**config.mk**
```make
export PLATFORM = sky130hd
export DESIGN_NAME = nixie_digit_fade_pwm_scanner
export DESIGN_NICKNAME = d
export VERILOG_FILES = /design/src/rtl/ndfps_pkg.sv /design/src/rtl/nixie_digit_fade_pwm_scanner.sv
export SDC_FILE = /design/constraint.sdc
export NUM_CORES = 2
export LEC_CHECK = 0
export BUFFER_PORTS_ARGS = -buffer_cell sky130_fd_sc_hd__buf_2
export CAP_MARGIN = 0
export CORE_MARGIN = 1
export CORE_UTILIZATION = 30
export CTS_BUF_LIST = sky130_fd_sc_hd__clkbuf_16
export DETAILED_ROUTE_END_ITERATION = 7
export PLACE_DENSITY = 0.43
export SYNTH_ARGS = -nofsm -noshare
export SYNTH_HDL_FRONTEND = slang
export SYNTH_SLANG_ARGS = --single-unit
```
**constraint.sdc**
```tcl
create_clock -name clk_i -period 17.35 [get_ports clk_i]
set_clock_uncertainty 0.15 [all_clocks]
set_input_delay 5.205 -clock clk_i [delete_from_list [all_inputs] [get_ports clk_i]]
set_output_delay 5.205 -clock clk_i [all_outputs]
set_load 0.01 [all_outputs]
```
**src/rtl/ndfps_pkg.sv**
```systemverilog
`default_nettype none

package ndfps_pkg;

  // Cathodes per tube: ten digits and the comma
  localparam int unsigned CATHS     = 11;
  localparam int unsigned COMMA_IDX = 10;
  localparam int unsigned MODE_W    = 18;
  localparam int unsigned HOLD_W    = 16;
  localparam int unsigned CFG_W     = 18;

  // Function codes
  localparam logic [2:0] FUNC_SET    = 3'd0;
  localparam logic [2:0] FUNC_BLANK  = 3'd1;
  localparam logic [2:0] FUNC_LEVEL  = 3'd2;
  localparam logic [2:0] FUNC_COMMA  = 3'd3;
  localparam logic [2:0] FUNC_EFFECT = 3'd4;
  localparam logic [2:0] FUNC_SCAN   = 3'd5;

  // Transition modes
  localparam logic [2:0] MODE_INSTANT = 3'd0;
  localparam logic [2:0] MODE_TWO     = 3'd2;
  localparam logic [2:0] MODE_FPREV   = 3'd4;
  localparam logic [2:0] MODE_SEQ     = 3'd5;

  // Configuration register indexes
  localparam logic CFG_MODES = 1'b0;
  localparam logic CFG_HOLD  = 1'b1;

  typedef struct packed {
    logic [2:0] func;
    logic [2:0] tube;
    logic [3:0] digit;
    logic [5:0] level;
    logic       comma_on;
  } in_item_t;

  typedef struct packed {
    logic [10:0] cathode_mask;
    logic [2:0]  scan_tube;
    logic        anode_on;
    logic        slot_end;
  } out_item_t;

endpackage

`default_nettype wire

```
**src/rtl/nixie_digit_fade_pwm_scanner.sv**
```systemverilog
`default_nettype none

// Six-tube multiplexed nixie driver with digit transition effects.
// Input channel (in_valid_i/in_ready_o, in_item_i) carries one operation per
// item: set digit, blank, set level, comma, effect tick or scan tick.
// Only a scan tick gives a result item on the output channel
// (out_valid_o/out_ready_i, out_item_o): cathode mask of the scanned tube.
// Cathode levels live in one synchronous RAM (TUBES*11 entries, one read and
// one write port); an item that uses the RAM walks it one entry per cycle.
// Work per item: level and comma finish on acceptance; set digit writes up
// to three entries (fade modes) or sweeps the ten digit entries (instant);
// effect tick reads and writes two entries per busy tube; scan tick reads 11.
// Items are taken one at a time; in_ready_o is high while the sequencer idles.
// A finished scan result sits in the output register; other items are taken
// meanwhile, a further scan tick waits at its last step until the register
// frees. Reset clears all cathode levels (per-entry valid bits), sets tube
// levels to MAX_LEVEL-1, digits to 0, previous digits to 9, modes 0, hold 300.
// Configuration must be written while idle; the block does not enforce it.
module nixie_digit_fade_pwm_scanner #(
  parameter int unsigned MAX_LEVEL = 60,
  parameter int unsigned TUBES     = 6
) (
  input  wire                   clk_i,
  input  wire                   rst_ni,
  input  wire                   in_valid_i,
  output logic                  in_ready_o,
  input  ndfps_pkg::in_item_t   in_item_i,
  output logic                  out_valid_o,
  input  wire                   out_ready_i,
  output ndfps_pkg::out_item_t  out_item_o,
  input  wire                   cfg_we_i,
  input  wire                   cfg_idx_i,
  input  wire [ndfps_pkg::CFG_W-1:0] cfg_wdata_i
);
  import ndfps_pkg::*;

  localparam int unsigned DEPTH = TUBES * CATHS;
  localparam int unsigned AW    = $clog2(DEPTH);
  localparam int unsigned TIW   = (TUBES > 1) ? $clog2(TUBES) : 1;

  localparam logic [3:0] S_IDLE  = 4'd0;
  localparam logic [3:0] S_CLR   = 4'd1;
  localparam logic [3:0] S_WR3   = 4'd2;
  localparam logic [3:0] S_ESEL  = 4'd3;
  localparam logic [3:0] S_ERP   = 4'd4;
  localparam logic [3:0] S_ERC   = 4'd5;
  localparam logic [3:0] S_ECMP  = 4'd6;
  localparam logic [3:0] S_EWC   = 4'd7;
  localparam logic [3:0] S_SRD   = 4'd8;
  localparam logic [3:0] S_SOUT  = 4'd9;

  logic [3:0]        state_q;
  logic [MODE_W-1:0] modes_q;
  logic [HOLD_W-1:0] hold_q;
  logic [5:0]        tlvl_q  [TUBES];
  logic [3:0]        cur_q   [TUBES];
  logic [3:0]        prev_q  [TUBES];
  logic [15:0]       timer_q [TUBES];
  logic [3:0]        r15_q   [TUBES];
  logic [2:0]        r7_q    [TUBES];
  logic [TUBES-1:0]  busy_q;
  logic [5:0]        ramp_q;
  logic [TIW-1:0]    scan_q;
  logic [TIW:0]      ecnt_q;
  logic [TIW-1:0]    op_tube_q;
  logic [3:0]        op_d_q, op_prev_q, op_cur_q;
  logic [5:0]        op_l_q;
  logic              op_both_q;
  logic [3:0]        k_q;
  logic [5:0]        lvp_q, lvc_q;
  logic [10:0]       mask_q;
  logic              out_valid_q;
  out_item_t         out_q;

  // Cathode level RAM with per-entry valid bits for reset
  logic [5:0]        mem [DEPTH];
  logic [DEPTH-1:0]  valid_q;
  logic [5:0]        rdata_q;
  logic              rvalid_q;
  logic              mem_we;
  logic [AW-1:0]     mem_waddr, mem_raddr;
  logic [5:0]        mem_wdata;
  logic [5:0]        rlv;

  // Input decode
  logic              accept;
  logic              tube_ok;
  logic [TIW-1:0]    in_t;
  logic [2:0]        in_mode;
  logic [23:0]       modes_ext;
  logic [3:0]        in_cur;
  logic [5:0]        in_l;
  logic              do_set;
  logic [3:0]        set_d;
  logic [5:0]        set_l;
  logic [AW-1:0]     in_base, op_base, e_base;
  logic [TIW-1:0]    e_t;
  logic [2:0]        e_mode;

  // Effect step
  logic [15:0]       tn;
  logic [3:0]        r15n;
  logic [2:0]        r7n;
  logic [5:0]        p_new, c_new, e_l;
  logic              e_done;

  assign accept     = in_valid_i && in_ready_o;
  assign in_ready_o = (state_q == S_IDLE);
  assign tube_ok    = (32'(in_item_i.tube) < TUBES);
  assign in_t       = in_item_i.tube[TIW-1:0];
  assign modes_ext  = {6'b0, modes_q};
  assign in_mode    = modes_ext[3*in_item_i.tube +: 3];
  assign in_cur     = cur_q[in_t];
  assign in_l       = tlvl_q[in_t];
  assign in_base    = AW'(in_t) * AW'(CATHS);
  assign op_base    = AW'(op_tube_q) * AW'(CATHS);
  assign e_t        = ecnt_q[TIW-1:0];
  assign e_base     = AW'(e_t) * AW'(CATHS);
  assign e_mode     = modes_ext[3*(3'(e_t)) +: 3];
  assign e_l        = tlvl_q[e_t];
  assign rlv        = rvalid_q ? rdata_q : 6'd0;

  // Pick the digit write for set and blank
  always_comb begin
    do_set = 1'b0;
    set_d  = in_item_i.digit;
    set_l  = in_l;
    if (tube_ok && in_item_i.func == FUNC_SET && in_item_i.digit <= 4'd9) begin
      do_set = 1'b1;
    end else if (tube_ok && in_item_i.func == FUNC_BLANK) begin
      do_set = 1'b1;
      set_d  = in_cur;
      set_l  = 6'd0;
    end
  end

  // Advance one busy tube by one effect tick
  always_comb begin
    tn     = timer_q[e_t] + 16'd1;
    r15n   = (tn == 16'd0 || r15_q[e_t] == 4'd14) ? 4'd0 : r15_q[e_t] + 4'd1;
    r7n    = (tn == 16'd0 || r7_q[e_t] == 3'd6) ? 3'd0 : r7_q[e_t] + 3'd1;
    p_new  = lvp_q;
    c_new  = rlv;
    e_done = 1'b0;
    unique case (e_mode)
      MODE_TWO: begin
        if (tn >= hold_q) begin
          p_new  = 6'd0;
          e_done = 1'b1;
        end
      end
      MODE_FPREV: begin
        if (r15n == 4'd0) begin
          if (lvp_q != 6'd0) p_new = lvp_q - 6'd1;
          c_new  = e_l;
          e_done = (lvp_q == 6'd0);
        end
      end
      MODE_SEQ: begin
        if (r7n == 3'd0) begin
          if (lvp_q != 6'd0) begin
            p_new = lvp_q - 6'd1;
          end else if (rlv < e_l) begin
            c_new = rlv + 6'd1;
          end else begin
            e_done = 1'b1;
          end
        end
      end
      default: begin
        if (r15n == 4'd0) begin
          if (lvp_q != 6'd0) p_new = lvp_q - 6'd1;
          if (rlv < e_l) c_new = rlv + 6'd1;
          e_done = (lvp_q == 6'd0) && (rlv >= e_l);
        end
      end
    endcase
  end

  // Steer the RAM ports
  always_comb begin
    mem_we    = 1'b0;
    mem_waddr = in_base;
    mem_wdata = 6'd0;
    mem_raddr = op_base;
    unique case (state_q)
      S_IDLE: begin
        if (accept && tube_ok && in_item_i.func == FUNC_COMMA) begin
          mem_we    = 1'b1;
          mem_waddr = in_base + AW'(COMMA_IDX);
          mem_wdata = in_item_i.comma_on ? in_l : 6'd0;
        end else if (accept && do_set && in_mode != MODE_INSTANT && in_cur == set_d) begin
          mem_we    = 1'b1;
          mem_waddr = in_base + AW'(in_cur);
          mem_wdata = set_l;
        end
      end
      S_CLR: begin
        mem_we    = 1'b1;
        mem_waddr = op_base + AW'(k_q);
        mem_wdata = (k_q == op_d_q && k_q != op_prev_q) ? op_l_q : 6'd0;
      end
      S_WR3: begin
        priority case (k_q)
          4'd0: begin
            mem_we    = (op_prev_q <= 4'd9);
            mem_waddr = op_base + AW'(op_prev_q);
          end
          4'd1: begin
            mem_we    = op_both_q;
            mem_waddr = op_base + AW'(op_d_q);
            mem_wdata = op_l_q;
          end
          default: begin
            mem_we    = op_both_q;
            mem_waddr = op_base + AW'(op_cur_q);
            mem_wdata = op_l_q;
          end
        endcase
      end
      S_ERP: mem_raddr = e_base + AW'(prev_q[e_t]);
      S_ERC: mem_raddr = e_base + AW'(cur_q[e_t]);
      S_ECMP: begin
        mem_we    = 1'b1;
        mem_waddr = e_base + AW'(prev_q[e_t]);
        mem_wdata = p_new;
      end
      S_EWC: begin
        mem_we    = 1'b1;
        mem_waddr = e_base + AW'(cur_q[e_t]);
        mem_wdata = lvc_q;
      end
      S_SRD: begin
        if (k_q < 4'(CATHS)) mem_raddr = op_base + AW'(k_q);
      end
      default: ;
    endcase
  end

  always_ff @(posedge clk_i) begin
    if (mem_we) mem[mem_waddr] <= mem_wdata;
    rdata_q <= mem[mem_raddr];
  end

  always_ff @(posedge clk_i or negedge rst_ni) begin
    if (!rst_ni) begin
      valid_q  <= '0;
      rvalid_q <= 1'b0;
    end else begin
      rvalid_q <= valid_q[mem_raddr];
      if (mem_we) valid_q[mem_waddr] <= 1'b1;
    end
  end

  // Configuration writes
  always_ff @(posedge clk_i or negedge rst_ni) begin
    if (!rst_ni) begin
      modes_q <= '0;
      hold_q  <= 16'd300;
    end else if (cfg_we_i) begin
      unique case (cfg_idx_i)
        CFG_MODES: modes_q <= cfg_wdata_i[MODE_W-1:0];
        CFG_HOLD:  hold_q  <= cfg_wdata_i[HOLD_W-1:0];
        default: ;
      endcase
    end
  end

  // Sequencer and per-tube state
  always_ff @(posedge clk_i or negedge rst_ni) begin
    if (!rst_ni) begin
      state_q     <= S_IDLE;
      busy_q      <= '0;
      ramp_q      <= '0;
      scan_q      <= '0;
      ecnt_q      <= '0;
      k_q         <= '0;
      out_valid_q <= 1'b0;
      for (int i = 0; i < TUBES; i++) begin
        tlvl_q[i]  <= 6'(MAX_LEVEL - 1);
        cur_q[i]   <= 4'd0;
        prev_q[i]  <= 4'd9;
        timer_q[i] <= 16'd0;
        r15_q[i]   <= 4'd0;
        r7_q[i]    <= 3'd0;
      end
    end else begin
      // Drop the result once taken, unless a new one loads this cycle
      if (out_valid_q && out_ready_i && state_q != S_SOUT) out_valid_q <= 1'b0;
      unique case (state_q)
        S_IDLE: begin
          if (accept) begin
            op_tube_q <= (in_item_i.func == FUNC_SCAN) ? scan_q : in_t;
            k_q       <= 4'd0;
            if (tube_ok && in_item_i.func == FUNC_BLANK) tlvl_q[in_t] <= 6'd0;
            if (tube_ok && in_item_i.func == FUNC_LEVEL) tlvl_q[in_t] <= in_item_i.level;
            if (do_set) begin
              op_d_q    <= set_d;
              op_l_q    <= set_l;
              op_cur_q  <= in_cur;
              op_both_q <= (in_mode == MODE_TWO);
              if (in_mode == MODE_INSTANT) begin
                cur_q[in_t] <= set_d;
                if (in_cur != set_d) begin
                  prev_q[in_t] <= in_cur;
                  op_prev_q    <= in_cur;
                end else begin
                  op_prev_q    <= prev_q[in_t];
                end
                state_q <= S_CLR;
              end else if (in_cur != set_d) begin
                op_prev_q     <= prev_q[in_t];
                prev_q[in_t]  <= in_cur;
                cur_q[in_t]   <= set_d;
                timer_q[in_t] <= 16'd0;
                r15_q[in_t]   <= 4'd0;
                r7_q[in_t]    <= 3'd0;
                busy_q[in_t]  <= 1'b1;
                state_q       <= S_WR3;
              end
            end
            if (in_item_i.func == FUNC_EFFECT) begin
              ecnt_q  <= '0;
              state_q <= S_ESEL;
            end
            if (in_item_i.func == FUNC_SCAN) begin
              state_q   <= S_SRD;
            end
          end
        end
        S_CLR: begin
          k_q <= k_q + 4'd1;
          if (k_q == 4'd9) state_q <= S_IDLE;
        end
        S_WR3: begin
          k_q <= k_q + 4'd1;
          if (k_q == 4'd2) state_q <= S_IDLE;
        end
        S_ESEL: begin
          if (32'(ecnt_q) >= TUBES) begin
            state_q <= S_IDLE;
          end else if (busy_q[e_t]) begin
            state_q <= S_ERP;
          end else begin
            ecnt_q <= ecnt_q + 1'b1;
          end
        end
        S_ERP: state_q <= S_ERC;
        S_ERC: begin
          lvp_q   <= rlv;
          state_q <= S_ECMP;
        end
        S_ECMP: begin
          lvc_q       <= c_new;
          timer_q[e_t] <= tn;
          r15_q[e_t]  <= r15n;
          r7_q[e_t]   <= r7n;
          if (e_done) busy_q[e_t] <= 1'b0;
          state_q     <= S_EWC;
        end
        S_EWC: begin
          ecnt_q  <= ecnt_q + 1'b1;
          state_q <= S_ESEL;
        end
        S_SRD: begin
          k_q <= k_q + 4'd1;
          if (k_q != 4'd0) mask_q <= {(rlv > ramp_q), mask_q[10:1]};
          if (k_q == 4'(CATHS)) state_q <= S_SOUT;
        end
        S_SOUT: begin
          if (!out_valid_q || out_ready_i) begin
            out_valid_q        <= 1'b1;
            out_q.cathode_mask <= mask_q;
            out_q.scan_tube    <= 3'(scan_q);
            out_q.anode_on     <= (mask_q != 11'd0);
            out_q.slot_end     <= (32'(ramp_q) >= MAX_LEVEL);
            if (32'(ramp_q) >= MAX_LEVEL) begin
              ramp_q <= 6'd0;
              scan_q <= (32'(scan_q) + 1 >= TUBES) ? '0 : scan_q + 1'b1;
            end else begin
              ramp_q <= ramp_q + 6'd1;
            end
            state_q <= S_IDLE;
          end
        end
        default: state_q <= S_IDLE;
      endcase
    end
  end

  assign out_valid_o = out_valid_q;
  assign out_item_o  = out_q;

  // Ramp never passes its top
  assert property (@(posedge clk_i) disable iff (!rst_ni) 32'(ramp_q) <= MAX_LEVEL)
    else $error("pwm ramp beyond maximum");
  // Tube 0's current and previous digit never coincide
  assert property (@(posedge clk_i) disable iff (!rst_ni) prev_q[0] != cur_q[0])
    else $error("tube 0 digits coincide");
  // A transition on tube 0 starts with a cleared timer
  assert property (@(posedge clk_i) disable iff (!rst_ni) $rose(busy_q[0]) |-> timer_q[0] == 16'd0)
    else $error("transition started with running timer");
  // A result names a tube that exists
  assert property (@(posedge clk_i) disable iff (!rst_ni)
    out_valid_q |-> 32'(out_q.scan_tube) < TUBES)
    else $error("scan tube out of range");

endmodule

`default_nettype wire

```
# Word-level counts from Yosys, hierarchy flattened
# Memories as Yosys holds them, arrays and structs flattened. A register that Yosys moved wholly into a read port is not among the register bits.
# Index checks and enable logic that the tools add are counted.
# word_totals
romBits	0
regBits	412
ramBits	396
inputBits	41
mem_count	1
latch_bits	0
wordCells	385
output_inout_bits	18
# op_classes
n_mux	158
n_reduce_logical	60
addsub	18
n_lt_le_gt_ge	22
bitwise_logic	15
n_mul	5
n_eq_ne	44
div	0
n_shift	2
# mem_list
memory	words	width	rd	rd_ports_with_merged_regs	write_ports	line	rtl
mem	66	6	1	1	1	nixie_digit_fade_pwm_scanner.sv:76	logic [5:0] mem [DEPTH];
# ops
cell	n
two-way mux 96 bit	4
one-hot mux 96 bit (2 select lines)	1
two-way mux 6 bit	28
two-way mux 24 bit	6
two-way mux 36 bit	4
two-way mux 4 bit	35
bitwise AND 96 bit	1
bitwise mux 96 bit	1
demux 16 bit (select 3 bit)	2
inverter 96 bit	1
bitwise mux 24 bit	3
two-way mux 18 bit	4
OR 66 bit	1
two-way mux 16 bit	4
binary-select mux 4 bit (select 3 bit)	5
adder 7 x 4 -> 7 bit	7
binary-select mux 16 bit (select 3 bit)	1
one-hot mux 24 bit (2 select lines)	1
indexed part select 24 x 6 -> 3 bit	2
one-hot mux 4 bit (10 select lines)	1
bitwise AND 36 bit	1
binary-select mux 6 bit (select 3 bit)	2
bitwise mux 36 bit	1
inverter 36 bit	1
89 further kinds	207

# Depth between registers and ports, before layout
# depth
ltp_word	16
ltp_mapped	26
ltp_nobuf	19

# Worst setup path before layout
# OpenSTA, ideal clock, no wires.
# synth_path
kind	input port to flip-flop
from	in in_item_i[11] (netlist bit)
to	mem mem[0][4] (data pin)
cell_stages	12
setup_time_ns	0.717
n_path_buf	3
path_slack_ns	7.776
arrival_ns	8.707
t_required_ns	16.483
path_cell_list	buf_2 -> buf_1 -> mux2_2 -> a22oi_2 -> xor2_1 -> a41o_1 -> buf_2 -> nand2_1 -> o21ai_0 -> inv_1 -> o21a_1 -> o21ai_0
# synth_via
elab_chain_len	11
elab_cells_between_ends	30
cone_classes	1 x mul; 1 x order compare; 1 x eq/ne; 1 x shift; 16 x mux; 1 x bitwise; 9 x reduce/logical
# synth_lines
item	line	rtl
start, declared	nixie_digit_fade_pwm_scanner.sv:27	input ndfps_pkg::in_item_t in_item_i,
branches (longest 9 deep; another with multiplier 2 x 3 -> 5 bit)	--	
two-way mux 6 bit (*)	nixie_digit_fade_pwm_scanner.sv:188	if (accept && tube_ok && in_item_i.func == FUNC_COMMA) begin
one-hot mux 6 bit (5 select lines) (*)	nixie_digit_fade_pwm_scanner.sv:186	unique case (state_q)
via mem_wdata[4]	nixie_digit_fade_pwm_scanner.sv:82	logic [5:0] mem_wdata;
end, declared	nixie_digit_fade_pwm_scanner.sv:76	
# Mark *: on every way through the listed nets, which the timed path passes. The select of a mux whose other input is x is not followed.

# Final worst setup path
# layout_path
from	in in_item_i[11] (netlist bit)
to	mem mem[5][2], enable pin
# layout_via
elab_chain_len	13
elab_cells_between_ends	32
cone_classes	2 x add/sub; 2 x mul; 1 x order compare; 1 x eq/ne; 1 x shift; 15 x mux; 1 x bitwise; 9 x reduce/logical
# layout_lines
item	line	rtl
inverter 3 -> 4 bit (not written as such) (*)	nixie_digit_fade_pwm_scanner.sv:113	assign in_cur = cur_q[in_t];
binary-select mux 4 bit (select 3 bit) (*)	nixie_digit_fade_pwm_scanner.sv:113	
two-way mux 4 bit (not written as such) (*) (2 in a row)	nixie_digit_fade_pwm_scanner.sv:113	
via in_cur[0]	nixie_digit_fade_pwm_scanner.sv:91	logic [3:0] in_cur;
two-way mux 4 bit	nixie_digit_fade_pwm_scanner.sv:130	end else if (tube_ok && in_item_i.func == FUNC_BLANK) begin
two-way mux 4 bit	nixie_digit_fade_pwm_scanner.sv:128	if (tube_ok && in_item_i.func == FUNC_SET && in_item_i.digit <= 4'd9) begin
== test 4 bit	nixie_digit_fade_pwm_scanner.sv:192	end else if (accept && do_set && in_mode != MODE_INSTANT && in_cur == set_d) begin
logical AND 1 bit	nixie_digit_fade_pwm_scanner.sv:192	
two-way mux 1 bit	nixie_digit_fade_pwm_scanner.sv:192	
two-way mux 1 bit	nixie_digit_fade_pwm_scanner.sv:188	
one-hot mux 1 bit (3 select lines)	nixie_digit_fade_pwm_scanner.sv:186	
two-way mux 1 bit	nixie_digit_fade_pwm_scanner.sv:241	if (mem_we) mem[mem_waddr] <= mem_wdata;
two-way mux 1 bit (not written as such)	nixie_digit_fade_pwm_scanner.sv:241	
# Mark *: on every way through the listed nets, which the timed path passes. The rest lies on a longest branch. The select of a mux whose other input is x is not followed.

==> flow_summary_export.csv <==
group,metric,value,unit
drt,dr_total_vias,28200,
cts,ctsHoldBuffers,0,
yosys,yosys-top-cells-area,"edfxtp_1 34%, dfrtp_1 19%, nand2_1 6.0%",
setup_path,reg2reg_depth,21,
yosys,synth_top_family_by_area,"compound AO/OA/AOI/OAI gates",
die,core,132000,um2
place,dpl.hpwl,79300,um
setup_path,worstSetupStartpointType,"input pin",
die,die_area,135000,um2
yosys,ys_seq_elements,814,
drt,ant_nets,0,
drt,via_per_inst,5.23,
die,io_pins,59,
sta,rsz0062_at_grt,"false",
yosys,synth_fa_ha_area_frac,0.0313,
yosys,synth_ff_type,"edfxtp_1",
sta,worst_pin_slew,1.17,ns
place,io_buffers,58,
die,die_h,367,um
grt,grt_first_pass_wirelength,189000,um
yosys,ys_async_sr_fraction,0.431,
drt,drt_iter0_markers,2242,
cts,post_cts.repair.setup_buffers,0,
yosys,synth_edf_count,457,
sta,hold_viol_final,0,
grt,grt_max_degree,171,
yosys,ys_seq_area_frac,0.568,
final_layout,n_fill_cell,13300,
yosys,avgSynthCellArea,11.2,um2
yosys,synth_top_area_frac,0.344,
die,chipWidth,367,um
drt,drc,0,
die,row_count,133,
yosys,synth_cell_type_count,97,
setup_path,worst_setup_path_end_kind,"register",
flow_run,drv_cap,0,
place,gp_congestion,0.824,
sta,post-route-min-period,10.09,ns
drt,firstDrtPassIters,5,
power_and_ir_drop,p_leak,0.0173,uW
setup_path,r2r-start,"ecnt_q[2]",
cts,path_clk_slew,0.06,ns
power_and_ir_drop,ir_drop,0.106,mV
drt,drt-total-wl,126000,um
setup_path,r2r_end,"mem[7][2]",
place,dp_slack,6.50,ns
yosys,synthXorXnorAreaFrac,0.0135,
setup_path,critPathRequiredTime,17.53,ns
cts,ctsResizeCount,0,
yosys,synth_area_leader_cell,"edfxtp_1",
sta,slew_viol_final,0,
grt,grt_antenna_before_repair,3,
final_layout,drive_gt1_frac,0.133,
sta,finalSetupViolCount,0,
setup_path,endpoint,"mem[5][2]",
cts,root_buffer,"clkbuf_16",
yosys,synth_simple_gate_area_frac,0.134,
grt,grt_pass1_vias,28600,
grt,grt_overflow,0,
grt,track_usage,0.185,
die,initial_core_util,0.303,
sta,final.setup.worst_slack,7.26,ns
drt,wl_per_cell,23.4,um
yosys,synthCells,3563,
cts,clockBufferDepth,3,
cts,cts_tree,"done",
sta,slew_headroom,0.222,
worst_hold_path,hold_path_class,"reg -> reg",
yosys,muxShareOfSynthArea,0.0666,
yosys,yosys_warnings,0,
setup_path,cp-startpoint,"in_item_i[11]",
yosys,synth_fp_nets,3699,
setup_path,crit_arrival,10.28,ns
setup_path,crit_fanout,22,
cts,numCtsBuffers,94,
sta,tns,0,ns
outcome,outcome,"complete, no violations",
yosys,synth_compound_area_frac,0.155,
cts,clkSinkCount,814,
sta,min_period_over_period,0.582,
final_layout,fin_nets,3689,
setup_path,setup.worst_path.class,"in -> reg",
sta,max_freq,0.0991,GHz
power_and_ir_drop,power_density,165,nW/um2
yosys,yosys-top-cells-count,"639 x nand2_1, 457 x edfxtp_1, 305 x dfrtp_1",
yosys,netlist_area,39900,um2
cts,h-tree-depth,3,
yosys,yosysMostFrequentCell,"nand2_1",
final_layout,area_delta_synth_final,12.7,%
setup_path,regToRegSetupSlack,9.46,ns
cts,insertion_delay,0.71,ns
## report_power, final
part	leakage [uW]	switching (uW)	internal, uW
Combinational	0.00731	2010	919
Sequential	0.00848	192	2390
Clock	0.00154	841	1090
## kinds of logic after synthesis
logic type	count (synthesis)
simple gates	1218
compound gates	875
flops	814
buf+inv	303
mux	198
fa+ha+maj	95
xor+xnor	60
## cells in the final DEF (no fill, tap or decap), drive strengths merged, types with 66 or more instances in the layout
cell type / Yosys / final
a21oi: 123 / 123
a22o: 118 / 118
buf: 57 / 115
clkbuf: 164 / 95
dfrtp: 305 / 305
edfxtp: 457 / 457
ha: 87 / 87
inv: 81 / 107
mux2: 87 / 87
mux2i: 66 / 66
nand2: 639 / 639
nand3: 123 / 123
nor2: 226 / 226
o211ai: 83 / 83
o21ai: 194 / 194
o21bai: 68 / 68
## cell type report
cell class | instances | area [um2] | area share
clock inverter | 80 | 586 | 0.0130
timing repair buffer | 115 | 741 | 0.0165
sequential | 814 | 22700 | 0.504
inverter | 82 | 308 | 0.00684
multi-input combinational | 2446 | 16100 | 0.358
clock buffer | 95 | 2380 | 0.0528
antenna | 1 | 2.50 | 0.0000556
tap | 1755 | 2200 | 0.0488
## worst min-delay path by stage
stage / startpoint / to / slack (ns) / cells past startpoint
3_3_place_gp: mask_q[0] / out_item_o[5] / 0.29 / 0
6_report: mask_q[0] / out_item_o[5] / 0.31 / 0
2_1_floorplan: scan_q[2] / out_item_o[4] / 0.27 / 0
5_1_grt: mask_q[0] / out_item_o[5] / 0.32 / 0
3_5_place_dp: mask_q[0] / out_item_o[5] / 0.29 / 0
4_1_cts: mask_q[0] / out_item_o[5] / 0.31 / 0
## registers in the layout, summed over array words and instances (netlist names), 18 cells and up
name and cells:
r15_q 24, mem 396, cur_q 24, prev_q 24
tlvl_q 36, timer_q 96, modes_q 18, r7_q 18
valid_q 66
## per-layer routing
metal	vias to the layer above	wire length (um)	track usage	part of all wire
met5	-	0	0	0
met4	0	2670	0.0514	0.021
met3	165	5290	0.0255	0.042
met2	595	58300	0.293	0.46
met1	14300	59700	0.265	0.47
li1	13100	-	-	-
## stage by stage
step | hold WS [ns] | power, uW | instances | instance area, um2 | util
4_1_cts | 0.306 | 7520 | 5387 | 45000 | 0.341
6_report | 0.307 | 7440 | 5388 | 45000 | 0.341
2_1_floorplan | 0.273 | 4490 | 3563 | 39900 | -
3_3_place_gp | 0.292 | 5570 | 5212 | 42000 | 0.319
5_1_grt | 0.319 | 7870 | 5388 | 45000 | 0.341
3_5_place_dp | 0.292 | 5560 | 5212 | 42000 | 0.319
## critical path, cell delays in order
cell      delay [ns]
buf_2           0.54
mux4_2          0.60
a22oi_2         0.51
inv_1           0.12
ha_1            0.22
inv_1           0.07
fa_1            0.20
nor2b_1         0.05
o21ai_0         0.17
nand2b_1        0.07
a31oi_1         0.31
nor2_1          0.07
a31oi_1         0.36
nor2b_1         0.32
nand3_1         0.68
nor2_1          0.72
Note: power is estimated with default switching activity, not from simulation.
